[config.mk]
export PLATFORM = sky130hd
export DESIGN_NAME = sparse_polynomial_add_merge_unit
export DESIGN_NICKNAME = d
export VERILOG_FILES = /design/src/rtl/spam_pkg.sv /design/src/rtl/spam_store.sv /design/src/rtl/spam_seq.sv /design/src/rtl/sparse_polynomial_add_merge_unit.sv
export SDC_FILE = /design/constraint.sdc
export NUM_CORES = 1
export LEC_CHECK = 0
export BUFFER_PORTS_ARGS = -buffer_cell sky130_fd_sc_hd__buf_2
export CORE_MARGIN = 10
export CORE_UTILIZATION = 30
export CTS_CLUSTER_SIZE = 10
export DETAILED_ROUTE_END_ITERATION = 12
export SETUP_SLACK_MARGIN = 0.1
export SYNTH_ARGS = -nofsm -noshare
export SYNTH_HDL_FRONTEND = slang
export SYNTH_SLANG_ARGS = --single-unit
[constraint.sdc]
create_clock -name clock -period 6.8 [get_ports clock]
set_clock_uncertainty 0.15 [all_clocks]
set_input_delay 1.36 -clock clock [delete_from_list [all_inputs] [get_ports clock]]
set_output_delay 1.36 -clock clock [all_outputs]
set_load 0.01 [all_outputs]
[src/rtl/spam_pkg.sv]
// shared types and codes for the sparse polynomial add/merge unit
// no dependencies; imported by every module of the block
`timescale 1ns / 1ps
`default_nettype none

package spam_pkg;

   // default capacity of the term store for polynomial A
   localparam int MAX_TERMS_DEF = 32;
   // width of the term count and read pointer (holds capacity up to 63)
   localparam int CNT_W = 6;

   // request op codes
   localparam logic [1:0] OP_LOAD   = 2'd0;
   localparam logic [1:0] OP_MERGE  = 2'd1;
   localparam logic [1:0] OP_FINISH = 2'd2;

   // one stored term of A: coefficient in the upper half, exponent in the lower
   typedef struct packed {
      logic [15:0] coef;
      logic [15:0] expo;
   } term_type;

   // one result item
   typedef struct packed {
      logic [16:0] coef;
      logic [15:0] expo;
      logic        term_valid;
      logic        end_of_sum;
      logic        last_of_run;
      logic        overflow;
   } item_type;

   // result handed from the sequencer to the output register
   typedef struct packed {
      logic     valid;
      item_type item;
   } push_type;

endpackage

`default_nettype wire

[src/rtl/spam_store.sv]
// term store for polynomial A: one write port, one read port, registered read
// depends on spam_pkg
`timescale 1ns / 1ps
`default_nettype none

module spam_store #(
   parameter int MAX_TERMS = spam_pkg::MAX_TERMS_DEF,
   parameter int AW        = 5
) (
   input  wire logic               clock,
   input  wire logic               wr_en,
   input  wire logic [AW-1:0]      wr_addr,
   input  wire spam_pkg::term_type wr_data,
   input  wire logic [AW-1:0]      rd_addr,
   output spam_pkg::term_type      rd_data
);
   import spam_pkg::*;

   term_type store_ff [MAX_TERMS];
   term_type rd_data_ff;

   always_ff @(posedge clock) begin
      if (wr_en) begin
         store_ff[wr_addr] <= wr_data;
      end
      rd_data_ff <= store_ff[rd_addr];
   end

   assign rd_data = rd_data_ff;

endmodule

`default_nettype wire

[src/rtl/spam_seq.sv]
// sequencer: request decode, store pointers, merge compare and result staging
// depends on spam_pkg; drives spam_store and the output register of the top level
`timescale 1ns / 1ps
`default_nettype none

module spam_seq #(
   parameter int MAX_TERMS = spam_pkg::MAX_TERMS_DEF,
   parameter int AW        = 5
) (
   input  wire logic               clock,
   input  wire logic               reset,
   input  wire logic               req_valid,
   output      logic               req_ready,
   input  wire logic [1:0]         req_op,
   input  wire logic [15:0]        req_coefficient,
   input  wire logic [15:0]        req_exponent,
   input  wire logic               slot_free,
   output spam_pkg::push_type      push,
   output      logic               wr_en,
   output      logic [AW-1:0]      wr_addr,
   output spam_pkg::term_type      wr_data,
   output      logic [AW-1:0]      rd_addr,
   input  wire spam_pkg::term_type rd_data
);
   import spam_pkg::*;

   typedef enum logic [3:0] {
      S_IDLE  = 4'b0001,
      S_READ  = 4'b0010,
      S_EVAL  = 4'b0100,
      S_FLUSH = 4'b1000
   } state_type;

   state_type         state_ff, state_in;
   logic [CNT_W-1:0]  count_ff, count_in;
   logic [CNT_W-1:0]  ptr_ff, ptr_in;
   logic              ovf_ff, ovf_in;
   logic              merging_ff, merging_in;
   logic [1:0]        op_ff, op_in;
   logic [15:0]       coef_ff, coef_in;
   logic [15:0]       expo_ff, expo_in;
   logic              hold_v_ff, hold_v_in;
   item_type          hold_ff, hold_in;

   logic              have;
   logic              can_act;
   logic              emit_a;
   logic              equal;
   logic [16:0]       sum;
   item_type          a_item;
   item_type          f_item;

   assign have    = ptr_ff < count_ff;
   assign can_act = !hold_v_ff || slot_free;
   assign equal   = have && (rd_data.expo == expo_ff);
   assign emit_a  = (op_ff == OP_FINISH) ? have : (have && (rd_data.expo > expo_ff));
   assign sum     = {rd_data.coef[15], rd_data.coef} + {coef_ff[15], coef_ff};

   always_comb begin
      a_item             = '0;
      a_item.coef        = {rd_data.coef[15], rd_data.coef};
      a_item.expo        = rd_data.expo;
      a_item.term_valid  = 1'b1;
      a_item.overflow    = ovf_ff;
   end

   // closing result of a merge or finish request
   always_comb begin
      f_item          = '0;
      f_item.overflow = ovf_ff;
      if (op_ff == OP_FINISH) begin
         f_item.end_of_sum = 1'b1;
      end else if (equal) begin
         f_item.coef       = sum;
         f_item.expo       = expo_ff;
         f_item.term_valid = 1'b1;
      end else begin
         f_item.coef       = {coef_ff[15], coef_ff};
         f_item.expo       = expo_ff;
         f_item.term_valid = 1'b1;
      end
   end

   always_comb begin
      state_in   = state_ff;
      count_in   = count_ff;
      ptr_in     = ptr_ff;
      ovf_in     = ovf_ff;
      merging_in = merging_ff;
      op_in      = op_ff;
      coef_in    = coef_ff;
      expo_in    = expo_ff;
      hold_v_in  = hold_v_ff;
      hold_in    = hold_ff;
      push       = '0;
      push.item  = hold_ff;
      req_ready  = 1'b0;
      wr_en      = 1'b0;
      wr_addr    = count_ff[AW-1:0];
      wr_data    = '{coef: req_coefficient, expo: req_exponent};

      case (state_ff)
         S_IDLE: begin
            req_ready = 1'b1;
            if (req_valid) begin
               op_in   = req_op;
               coef_in = req_coefficient;
               expo_in = req_exponent;
               case (req_op)
                  OP_LOAD: begin
                     if (!merging_ff && (req_coefficient != '0)) begin
                        if (count_ff >= CNT_W'(MAX_TERMS)) begin
                           ovf_in = 1'b1;
                        end else begin
                           wr_en    = 1'b1;
                           count_in = count_ff + CNT_W'(1);
                        end
                     end
                  end
                  OP_MERGE: begin
                     if (req_coefficient != '0) begin
                        merging_in = 1'b1;
                        state_in   = S_READ;
                     end
                  end
                  OP_FINISH: begin
                     state_in = S_READ;
                  end
                  default: begin
                  end
               endcase
            end
         end
         S_READ: begin
            state_in = S_EVAL;
         end
         S_EVAL: begin
            if (can_act) begin
               if (emit_a) begin
                  push.valid = hold_v_ff;
                  hold_in    = a_item;
                  hold_v_in  = 1'b1;
                  ptr_in     = ptr_ff + CNT_W'(1);
               end else if ((op_ff == OP_MERGE) && equal && (sum == '0)) begin
                  // cancelling sum: the staged term, if any, closes the run
                  ptr_in   = ptr_ff + CNT_W'(1);
                  state_in = hold_v_ff ? S_FLUSH : S_IDLE;
               end else begin
                  push.valid = hold_v_ff;
                  hold_in    = f_item;
                  hold_v_in  = 1'b1;
                  state_in   = S_FLUSH;
                  if (equal) begin
                     ptr_in = ptr_ff + CNT_W'(1);
                  end
                  if (op_ff == OP_FINISH) begin
                     count_in   = '0;
                     ptr_in     = '0;
                     merging_in = 1'b0;
                     ovf_in     = 1'b0;
                  end
               end
            end
         end
         S_FLUSH: begin
            if (slot_free) begin
               push.valid            = 1'b1;
               push.item.last_of_run = 1'b1;
               hold_v_in             = 1'b0;
               state_in              = S_IDLE;
            end
         end
         default: begin
            state_in = S_IDLE;
         end
      endcase
   end

   // read ahead to the next entry while a run of A terms is streaming out
   assign rd_addr = ptr_in[AW-1:0];

   always_ff @(posedge clock) begin
      if (reset) begin
         state_ff   <= S_IDLE;
         count_ff   <= '0;
         ptr_ff     <= '0;
         ovf_ff     <= 1'b0;
         merging_ff <= 1'b0;
         hold_v_ff  <= 1'b0;
      end else begin
         state_ff   <= state_in;
         count_ff   <= count_in;
         ptr_ff     <= ptr_in;
         ovf_ff     <= ovf_in;
         merging_ff <= merging_in;
         hold_v_ff  <= hold_v_in;
      end
      op_ff   <= op_in;
      coef_ff <= coef_in;
      expo_ff <= expo_in;
      hold_ff <= hold_in;
   end

endmodule

`default_nettype wire

[src/rtl/sparse_polynomial_add_merge_unit.sv]
// top level of the sparse polynomial add/merge unit: output register and wiring
// depends on spam_pkg, spam_store and spam_seq
`timescale 1ns / 1ps
`default_nettype none

// usage
//  req channel: op 0 loads a term of A into the store, op 1 merges a term of B,
//  op 2 flushes the rest of A and closes the sum with an end marker
//  rsp channel: sum terms, in descending exponent order when A and B are sent in
//  that order; last_of_run marks the final response of a request, end_of_sum the bare end marker
//  request handling
//  - a load request is accepted in idle and gives no response
//  - a merge or finish request steps through accept, store read, compare
//    and close, releasing one stored A term per cycle while the output can
//    take it; the registered read port of the term store paces the A-term stream
//  - requests that give no response (zero coefficient, op 3) are accepted in idle and dropped
//  reset: synchronous, clears the term count, read pointer, overflow and
//  merge flags and the response valid; store contents need no clearing
//  stall: responses wait in a staging register and the output register; while
//  the output register is full and rsp_ready is low the sequencer holds, and
//  req_ready stays low until the request's last response has left the sequencer
module sparse_polynomial_add_merge_unit #(
   parameter int MAX_TERMS = spam_pkg::MAX_TERMS_DEF
) (
   input  wire logic               clock,
   input  wire logic               reset,
   input  wire logic               req_valid,
   output      logic               req_ready,
   input  wire logic [1:0]         req_op,
   input  wire logic signed [15:0] req_coefficient,
   input  wire logic [15:0]        req_exponent,
   output      logic               rsp_valid,
   input  wire logic               rsp_ready,
   output      logic signed [16:0] rsp_sum_coefficient,
   output      logic [15:0]        rsp_sum_exponent,
   output      logic               rsp_term_valid,
   output      logic               rsp_end_of_sum,
   output      logic               rsp_last_of_run,
   output      logic               rsp_a_overflow
);
   import spam_pkg::*;

   // store address width; a single-entry store still gets one address bit
   localparam int AW = (MAX_TERMS > 1) ? $clog2(MAX_TERMS) : 1;

   push_type          push;
   logic              slot_free;
   logic              wr_en;
   logic [AW-1:0]     wr_addr;
   term_type          wr_data;
   logic [AW-1:0]     rd_addr;
   term_type          rd_data;

   logic              rsp_valid_ff, rsp_valid_in;
   item_type          rsp_item_ff, rsp_item_in;

   spam_store #(
      .MAX_TERMS (MAX_TERMS),
      .AW        (AW)
   ) u_store (
      .clock   (clock),
      .wr_en   (wr_en),
      .wr_addr (wr_addr),
      .wr_data (wr_data),
      .rd_addr (rd_addr),
      .rd_data (rd_data)
   );

   spam_seq #(
      .MAX_TERMS (MAX_TERMS),
      .AW        (AW)
   ) u_seq (
      .clock           (clock),
      .reset           (reset),
      .req_valid       (req_valid),
      .req_ready       (req_ready),
      .req_op          (req_op),
      .req_coefficient (req_coefficient),
      .req_exponent    (req_exponent),
      .slot_free       (slot_free),
      .push            (push),
      .wr_en           (wr_en),
      .wr_addr         (wr_addr),
      .wr_data         (wr_data),
      .rd_addr         (rd_addr),
      .rd_data         (rd_data)
   );

   // output register frees up in the same cycle its response is taken
   assign slot_free = !rsp_valid_ff || rsp_ready;

   always_comb begin
      rsp_valid_in = rsp_valid_ff;
      rsp_item_in  = rsp_item_ff;
      if (push.valid) begin
         rsp_valid_in = 1'b1;
         rsp_item_in  = push.item;
      end else if (rsp_ready) begin
         rsp_valid_in = 1'b0;
      end
   end

   always_ff @(posedge clock) begin
      if (reset) begin
         rsp_valid_ff <= 1'b0;
      end else begin
         rsp_valid_ff <= rsp_valid_in;
      end
      rsp_item_ff <= rsp_item_in;
   end

   assign rsp_valid           = rsp_valid_ff;
   assign rsp_sum_coefficient = rsp_item_ff.coef;
   assign rsp_sum_exponent    = rsp_item_ff.expo;
   assign rsp_term_valid      = rsp_item_ff.term_valid;
   assign rsp_end_of_sum      = rsp_item_ff.end_of_sum;
   assign rsp_last_of_run     = rsp_item_ff.last_of_run;
   assign rsp_a_overflow      = rsp_item_ff.overflow;

endmodule

`default_nettype wire

* Word-level counts from Yosys, hierarchy flattened
Memory sizes are Yosys's and may differ from the RTL's. A register that Yosys moved wholly into a read port is not among the register bits.
Index checks and enable logic that the tools add are counted.
** Cells by class
- $add $sub $neg :: 3
- Magnitude comparators :: 3
- Equality and inequality tests :: 25
- Mux-type cells :: 63
- Reductions and logical operators :: 25
** Operators with widths (number)
- 37-bit two-way mux :: 2
- 6-bit two-way mux :: 12
- 34-bit two-way mux :: 2
- 1-bit two-way mux :: 31
- 4-bit two-way mux :: 7
- 9-bit AND reduction :: 2
- 16-bit by 16-bit adder with 17-bit output :: 1
- 17-bit zero test :: 1
- 16-bit equality test :: 1
- 16-bit greater-than comparator :: 1
- 4-bit one-hot mux with 4 select lines :: 1
- 16-bit nonzero test :: 1
- 2-bit by 1-bit != test with 1-bit output, second input constant :: 7
- 6-bit by 1-bit adder with 6-bit output, second input constant :: 2
- 2-bit != test, second input constant :: 6
- 6-bit one-hot mux with 2 select lines :: 1
- 5-bit two-way mux :: 2
- 1-bit one-hot mux with 2 select lines :: 4
- 4-bit one-hot mux with 2 select lines :: 1
- 8-bit AND reduction :: 1
- 6-bit >= comparator, second input constant :: 1
- 6-bit < comparator :: 1
- 3-bit by 2-bit != test with 1-bit output, second input constant :: 2
- 3-bit AND reduction :: 2
- 16 further kinds :: 27
** Word-level totals
- Bits in registers :: 127
- Memory bits (writable) :: 1024
- Input port bits :: 38
- Memories :: 1
** Memories
- u_store.store_ff :: words 32, bits a word 32, rd ports 1, clocked after Yosys merged registers in 1, write ports 1, line spam_store.sv:19 : term_type store_ff [MAX_TERMS];

* Longest topological paths before layout
Gate-level depths: netlist of the first run.
- Depth in word-level cells :: 9
- Depth in mapped cells :: 16
- Gate-level depth less buffers :: 13

* Modules after synthesis
Synthesis of the first run repeated with hierarchy kept, for this count alone.
** Second synthesis, totals
- Cell total of the unflattened synthesis :: 2840
- Area, all modules :: 47136.5 µm²
** By module, submodules not included
- spam_store :: instances 1, cells each 2260, area each 40492.6 µm², seq. area each 31390.1 µm²
- spam_seq :: instances 1, cells each 539, area each 5486.5 µm², seq. area each 2482.4 µm²
- sparse_polynomial_add_merge_unit :: instances 1, cells each 41, area each 1157.4 µm², seq. area each 1131.1 µm²

* Worst setup path before layout of the first run
Ideal clock, no wire load.
- Kind :: register to register
- Start point :: register u_seq.coef_ff[0]
- End point :: register rsp_item_ff, in the netlist rsp_a_overflow, enable pin
- Setup time :: 499 ps
- Data arrival time :: 5381 ps
- Path slack :: 770 ps
- Cell stages (with the launch flop) :: 14
- Cells stage by stage :: edfxtp_1 > ha_1 > inv_1 > fa_1 > nor2b_1 > o21a_1 > o21ai_0 > a21oi_1 > o2111ai_1 > nand3b_1 > a311oi_1 > mux2i_1 > nor2_1 > a311oi_1
** RTL lines
- start: declaration :: line spam_seq.sv:40 : logic [15:0] coef_ff, coef_in;
- start signal: assignment :: line spam_seq.sv:199 : coef_ff <= coef_in;
- end signal: assignment :: line sparse_polynomial_add_merge_unit.sv:109 : rsp_item_ff <= rsp_item_in;
- end: declaration :: line sparse_polynomial_add_merge_unit.sv:55 : item_type rsp_item_ff, rsp_item_in;

* Final worst setup path of the first run
- Start point :: register u_store.rd_data[9] (netlist name)
- End point :: register u_store.rd_data[13] (netlist name)
** On the way
- Cells in the longest elaborated chain, start to end :: 8
** RTL lines
- branches (longest 5 deep; another with 16-bit greater-than comparator)
- 6-bit two-way mux (*) :: line spam_seq.sv:139 : if (emit_a) begin
- 5-bit two-way mux (*) :: line spam_seq.sv:138 : if (can_act) begin
- 5-bit two-way mux (*) :: line spam_seq.sv:102 : case (state_ff)
Mark *: on every way between the ends. The select of a mux whose other input is x is not followed.
A chain may end at the register's enable or synchronous reset.

==> impl_metrics.csv, run 1 <==
group,metric,value,unit
power_and_ir_drop,seq_power_share,52.0,%
critical_path,timing.critical_path.cells,"ha_1 -> a211o_1 -> o211ai_1 -> a21oi_1 -> o32a_1 -> o311ai_1 -> o21a_4 -> or3_2 -> buf_4 -> o22ai_1 -> nor4_1",
critical_path,crit_family,"compound AO/OA/AOI/OAI gates",
synthesis,yosysWarnings,0,
global_route,grt-ovfl-total,0,
synthesis,synth_top_cell_area_share,73.0,%
global_route,grt_usage,15.0,%
timing,fmaxAchievable,182,MHz
critical_path,arrival,5.87,ns
detailed_routing,drtPass1Iterations,6,
cells_and_area,antenna_cells,0,
detailed_routing,viasPerCell,5.27,
cells_and_area,nNetsFinal,3476,
critical_path,cp_max_fo,31,
synthesis,netlist_instances,3300,
cells_and_area,instances_no_fill,5516,
critical_path,rr_startpoint,"u_store.rd_data[9]",
clocking,cts_hold_buf,0,
critical_path,r2r_setup_slack,1.30,ns
synthesis,syn_nets,3383,
worst_hold_path,hold_start,"u_seq.push[9]",
power_and_ir_drop,power_switching,0.00339,W
global_route,antenna_found_initial,9,
floorplanning,die_h,414,um
floorplanning,die_w,414,um
timing,finalSetupTns,0,ns
global_route,grt_max_degree,152,
worst_hold_path,hold_end,"rsp_sum_exponent[5]",
clocking,cts_buffers,137,
power_and_ir_drop,p_int,0.0123,W
outcome,status,"complete, no violations",
timing,slew_headroom,8.48,%
worst_hold_path,hold_path_class,"reg2reg",
detailed_routing,ant_nets,0,
detailed_routing,wl_per_cell,23.8,um
synthesis,avgSynthCellArea,14.1,um^2
synthesis,seq_area_frac_synth,75.2,%
critical_path,r2r_end,"u_store.rd_data[13]",
timing,whs,0.266,ns
clocking,cts_tree,"done",
cells_and_area,drive_above_1_share,11.9,%
timing,report.final.setup_viol,0,
synthesis,synth_seq_cells,1183,
clocking,clock-sinks,1183,
critical_path,crit_path_start_kind,"flop",
power_and_ir_drop,comb_power_share,5.0,%
clocking,cts_max_level,4,
clocking,clock-root-buffer,"clkbuf_16",
cells_and_area,area_growth_syn_to_layout,15.5,%
power_and_ir_drop,power.density,292,nW/um^2
timing,worst_pin_slew,1.37,ns
power_and_ir_drop,peakVddDrop,0.000145,V
timing,drv_slew,0,
cells_and_area,fillers,14636,
worst_hold_path,hold_depth,0,
synthesis,syn_area,46500,um^2
synthesis,synthArstFlopShare,0,%
synthesis,synth_common_cells,"1131 x edfxtp_1, 691 x nand2_1, 417 x a21oi_1",
power_and_ir_drop,p_sw_share,21.6,%
synthesis,synth.most_common_cell,"edfxtp_1",
critical_path,path_buf_inv,1,
placed_design,dp.cells,5298,
timing,period_minus_slack,5.50,ns
synthesis,synth_edf_count,1131,
clocking,postCtsSetupRepairBufs,0,
global_route,grt_pass1_wl,192000,um
power_and_ir_drop,power.leakage,16.9,nW
critical_path,crit_path_end_kind,"flop",
placed_design,hpwl,78800,um
clocking,clk_pin_slew,0.06,ns
critical_path,slowest_delay,1.04,ns
clocking,clock_latency,0.75,ns
timing,post-route-period-util,80.8,%
timing,rsz0062_at_grt,"false",
synthesis,synth_top_area_cell,"edfxtp_1",
power_and_ir_drop,power,0.0157,W
floorplanning,io_pins,77,
detailed_routing,post-route-drc-count,0,
global_route,grt_pass1_vias,28029,
detailed_routing,vias,29093,
synthesis,ys.flop_type,"edfxtp_1",
clocking,cts_resized,0,
floorplanning,start_util,30.2,%
detailed_routing,wl,131000,um
critical_path,path_class,"reg2reg",
synthesis,yosys-top-cells-area,"edfxtp_1 73%, nand2_1 5.6%, a21oi_1 4.5%, a32oi_1 2.4%, dfxtp_1 2.2%",
critical_path,cp.required,7.17,ns
synthesis,synth.distinct_cells,72,
flow_run,drv_cap,0,
floorplanning,core,154000,um^2
clocking,clockBufferDepth,3,
placed_design,portBuffers,76,
critical_path,cp_slowest_cell,"nor4_1",
power_and_ir_drop,clkPwrFrac,43.0,%
critical_path,ff2ff_path_depth,11,
placed_design,gp_routability_congestion,0.844,
detailed_routing,drt-initial-drc-count,3232,
floorplanning,design.die.area,171000,um^2
timing,hold_viol,0,
floorplanning,row_count,144,
[cell type report]
class,instances,area [um^2],area share [%]
timing repair buffer,170,1270,2.37
clock inverter,10,141,0.263
inverter,38,143,0.266
multi-input combinational,1863,10700,20.0
sequential,1183,35000,65.2
clock buffer,208,3870,7.21
tap,2044,2560,4.76
[power by group through the flow]
stage | registers (W) | clock network [W] | logic, W
floorplan | 0.00828 | 0 | 0.000433
global placement | 0.00831 | 0 | 0.000767
detailed placement | 0.00831 | 0 | 0.000778
CTS | 0.00816 | 0.00683 | 0.000782
global route | 0.00817 | 0.00713 | 0.000847
finish | 0.00816 | 0.00674 | 0.000785
[worst max path at each step]
stage | start | depth (start not counted) | slack (ns) | end
after floorplan | u_seq.coef_ff[0] | 13 | 0.77 | rsp_a_overflow
after global placement | rsp_ready | 11 | 0.95 | u_store.rd_data[13]
after detailed placement | rsp_ready | 11 | 1.0 | u_store.rd_data[13]
after CTS | u_seq.expo_ff[4] | 11 | 1.30 | u_store.rd_data[13]
after global routing | u_seq.count_ff[3] | 12 | 1.18 | u_store.rd_data[13]
final | u_store.rd_data[9] | 11 | 1.30 | u_store.rd_data[13]
[logic make-up (layout without fill, tap and decap cells)]
kind of cell	Yosys count	in the layout	synth area share, %
flops	1183	1183	75.2
fa+ha+maj	45	45	1.23
xor+xnor	16	16	0.301
mux	9	9	0.194
compound gates	914	914	12.6
simple gates	879	879	8.04
buf+inv	254	426	2.43
[flip-flops by register name, summed over array words and instances (netlist names), 2 cells and up]
name                 count
u_seq.state_ff           4
u_seq.expo_ff           16
u_seq.ptr_ff             6
u_seq.coef_ff           16
rsp_sum_coefficient     17
rsp_sum_exponent        16
u_seq.count_ff           6
u_seq.push              36
u_store.store_ff      1024
u_seq.op_ff              2
u_store.rd_data         32
[per-stage QoR]
stage,setup slack [ns],utilization [%],cell area (um^2)
after detailed placement,0.997,32.3,49700
final,1.30,34.9,53700
after global placement,0.949,32.3,49700
after CTS,1.30,34.9,53700
after global routing,1.18,34.9,53700
after floorplan,0.770,-,46500
[metal layers]
layer | vias to the layer above | track usage, % | routed length, um | part of all wire (%)
li1 | 12817 | - | - | -
met1 | 14723 | 20.5 | 55400 | 42
met2 | 1320 | 24.0 | 61400 | 47
met3 | 229 | 2.88 | 10800 | 8.2
met4 | 4 | 4.57 | 3560 | 2.7
met5 | - | 0 | 31 | 0.024
[placed cells by master, fill, tap and decap left out, drive strengths merged, types with 11 or more instances in the layout]
master and n:
o21ai 31, inv 43, nor4 43, buf 170
edfxtp 1131, a22oi 128, o31ai 25, nor2 76
a21oi 418, dfxtp 52, ha 44, xnor2 11
clkbuf 208, nand3 19, nand2 692, o22ai 128
a32oi 129
Power figures use the tool's default switching activity.
==> run 2, diff against run 1 <==
Settings changed: ABC_AREA set to 1.
Clock period 6.8 ns to 5.34 ns, I/O delays scaled along.
==> run 2 against run 1 <==
Flip-flop and latch count did not move. Die area rose by 7.3%. Global-route usage rose by 0.99 points. Combinational power rose to 8.4 times the previous value. Wire length rose by 16%. Highest routed layer unchanged. Clock-buffer cell count rose by 11. Fmax rose by 23%. Critical endpoint is now u_store.rd_data[14]. Register-to-register slack got worse by 0.45 ns. Core utilization barely moved.
==> impl_metrics.csv, run 2 <==
group,metric,value,unit
synthesis,avgSynthCellArea,10.9,um^2
cells_and_area,layout_commonest_cell,"nand2_1",
floorplanning,core,165000,um^2
synthesis,synth_edf_count,1131,
synthesis,yosys-top-cells-area,"edfxtp_1 68%, nand2_1 15%, nand3_1 7.6%, dfxtp_1 2.1%, buf_2 1.5%",
cells_and_area,top_register,"u_store.store_ff",
synthesis,yosysWarnings,0,
cells_and_area,largest_reg_flops,1024,
detailed_routing,post-route-drc-count,0,
critical_path,arrival,4.90,ns
clocking,clock-root-buffer,"clkbuf_16",
synthesis,syn_nets,4692,
cells_and_area,area_growth_syn_to_layout,15.2,%
detailed_routing,vias,34692,
global_route,antenna_found_initial,14,
cells_and_area,register_area,35000,um^2
global_route,grt_pass1_wl,223000,um
clocking,clock-sinks,1183,
detailed_routing,drtPass1Iterations,6,
timing,drv_slew,0,
cells_and_area,final_cell_mix,"1988 x nand2_1, 1131 x edfxtp_1, 762 x nand3_1",
clocking,clk_pin_slew,0.05,ns
synthesis,synth_top_cell_area_share,67.8,%
detailed_routing,viasPerCell,4.97,
detailed_routing,drt-initial-drc-count,4049,
critical_path,cp_max_fo,35,
critical_path,ff2ff_path_depth,21,
detailed_routing,ant_nets,0,
floorplanning,die_h,429,um
critical_path,cp.required,5.76,ns
timing,slew_headroom,8.10,%
detailed_routing,wl_per_cell,21.8,um
critical_path,crit_path_start_kind,"flop",
global_route,grt_usage,15.9,%
worst_hold_path,hold_path_class,"reg2reg",
power_and_ir_drop,peakVddDrop,0.000325,V
timing,report.final.setup_viol,0,
placed_design,gp_routability_congestion,0.873,
placed_design,hpwl,87700,um
timing,worst_pin_slew,1.37,ns
clocking,cts_tree,"done",
clocking,clockBufferDepth,3,
detailed_routing,wl,152000,um
timing,fmaxAchievable,223,MHz
synthesis,seq_area_frac_synth,69.9,%
synthesis,synth.most_common_cell,"nand2_1",
cells_and_area,multi_input_area,13700,um^2
synthesis,ys.flop_type,"edfxtp_1",
global_route,grt-ovfl-total,0,
synthesis,synth_common_cells,"1990 x nand2_1, 1131 x edfxtp_1, 762 x nand3_1",
flow_run,drv_cap,0,
floorplanning,start_util,30.3,%
clocking,postCtsSetupRepairBufs,0,
timing,rsz0062_at_grt,"false",
global_route,grt_pass1_vias,33170,
clocking,cts_hold_buf,0,
critical_path,r2r_end,"u_store.rd_data[14]",
cells_and_area,nNetsFinal,4777,
synthesis,netlist_instances,4609,
cells_and_area,drive_above_1_share,9.15,%
clocking,cts_max_level,4,
synthesis,synth_seq_cells,1183,
power_and_ir_drop,power.density,456,nW/um^2
synthesis,syn_area,50100,um^2
floorplanning,row_count,149,
power_and_ir_drop,power.leakage,21.8,nW
floorplanning,design.die.area,184000,um^2
timing,hold_viol,0,
cells_and_area,fillers,16180,
timing,period_minus_slack,4.48,ns
worst_hold_path,hold_depth,0,
clocking,cts_resized,0,
worst_hold_path,hold_start,"u_seq.push[30]",
critical_path,crit_path_end_kind,"flop",
cells_and_area,final_core_util,34.9,%
synthesis,synth.distinct_cells,49,
synthesis,synth_top_area_cell,"edfxtp_1",
critical_path,path_class,"reg2reg",
outcome,status,"complete, no violations",
floorplanning,die_w,429,um
timing,finalSetupTns,0,ns
timing,post-route-period-util,84.0,%
worst_hold_path,hold_end,"rsp_sum_coefficient[10]",
critical_path,rr_startpoint,"u_store.rd_data[3]",
global_route,grt_max_degree,139,
floorplanning,io_pins,77,
clocking,cts_buffers,138,
clocking,clock_latency,0.77,ns
placed_design,portBuffers,76,
critical_path,r2r_setup_slack,0.86,ns
synthesis,synthArstFlopShare,0,%
run 2: worst max-delay path, cell delays in order (launching register included):
cell and delay [ns]:
dfxtp_1 0.42, ha_1 0.36, nand2_1 0.07, nor2_1 0.26, nand2_1 0.15, nor2_4 0.19, nand2_4 0.27, inv_1 0.22
nand2_1 0.07, nand3_1 0.06, nand2_1 0.06, nand2_1 0.08, nand2_1 0.05, nand2_1 0.12, nand2_1 0.11, o21ai_4 0.36
buf_4 0.56, nand3_1 0.19, nand3_1 0.17, nand2_1 0.08, nand2_1 0.08, nand2_1 0.19
run 2: worst max-delay path by stage:
stage                                           to                from  slack, ns
final                          u_store.rd_data[14]  u_store.rd_data[3]       0.86
after global routing           u_store.rd_data[19]   u_seq.count_ff[2]       0.66
after CTS                      u_store.rd_data[19]  u_store.rd_data[3]       0.93
after detailed placement   u_store.store_ff[31][4]  req_coefficient[9]       0.22
after global placement    u_store.store_ff[31][18]  req_coefficient[9]       0.16
after floorplan             u_store.store_ff[0][0]           req_valid       0.28
run 2: final cells by class:
type / count / share of cell area, %
Sequential cell: 1183 / 60.7
Multi-Input combinational cell: 3073 / 23.8
Clock buffer: 219 / 6.68
Tap cell: 2189 / 4.75
Timing Repair Buffer: 210 / 3.10
Inverter: 88 / 0.586
Clock inverter: 15 / 0.393
Antenna cell: 2 / 0.00868
run 2: logic make-up (layout without fill, tap and decap cells):
logic type / Yosys count / count (layout) / synth area share (%)
AND/OR/NAND/NOR: 2877 / 2877 / 23.7
adder cells (fa/ha/maj): 45 / 45 / 1.14
XOR/XNOR: 16 / 16 / 0.280
buffers and inverters: 353 / 532 / 3.38
multiplexers: 4 / 4 / 0.0800
flip-flops: 1183 / 1183 / 69.9
other: 0 / 2 / 0
AO/OA/AOI/OAI: 131 / 131 / 1.49
run 2: layer usage:
| metal | wire [um] | GRT usage (%) |
|---|---|---|
| met1 | 62700 | 21.0 |
| met2 | 71800 | 26.0 |
| met3 | 12000 | 2.85 |
| met4 | 5440 | 6.14 |
| met5 | 111 | 0 |
run 2: through the flow:
stage | hold slack (ns) | std cells | instance area [um^2] | worst slack (ns) | power [W]
after floorplan | 0.250 | 4609 | 50100 | 0.283 | 0.0150
after global placement | 0.254 | 6743 | 53600 | 0.163 | 0.0176
after detailed placement | 0.255 | 6743 | 53600 | 0.219 | 0.0177
after CTS | 0.267 | 6977 | 57700 | 0.935 | 0.0264
after global routing | 0.273 | 6978 | 57700 | 0.656 | 0.0274
final | 0.265 | 6979 | 57700 | 0.856 | 0.0263
run 2: power breakdown:
group / internal, W / switching, W
logic: 0.00182 / 0.00475
registers: 0.0106 / 0.000400
clock network: 0.00500 / 0.00369
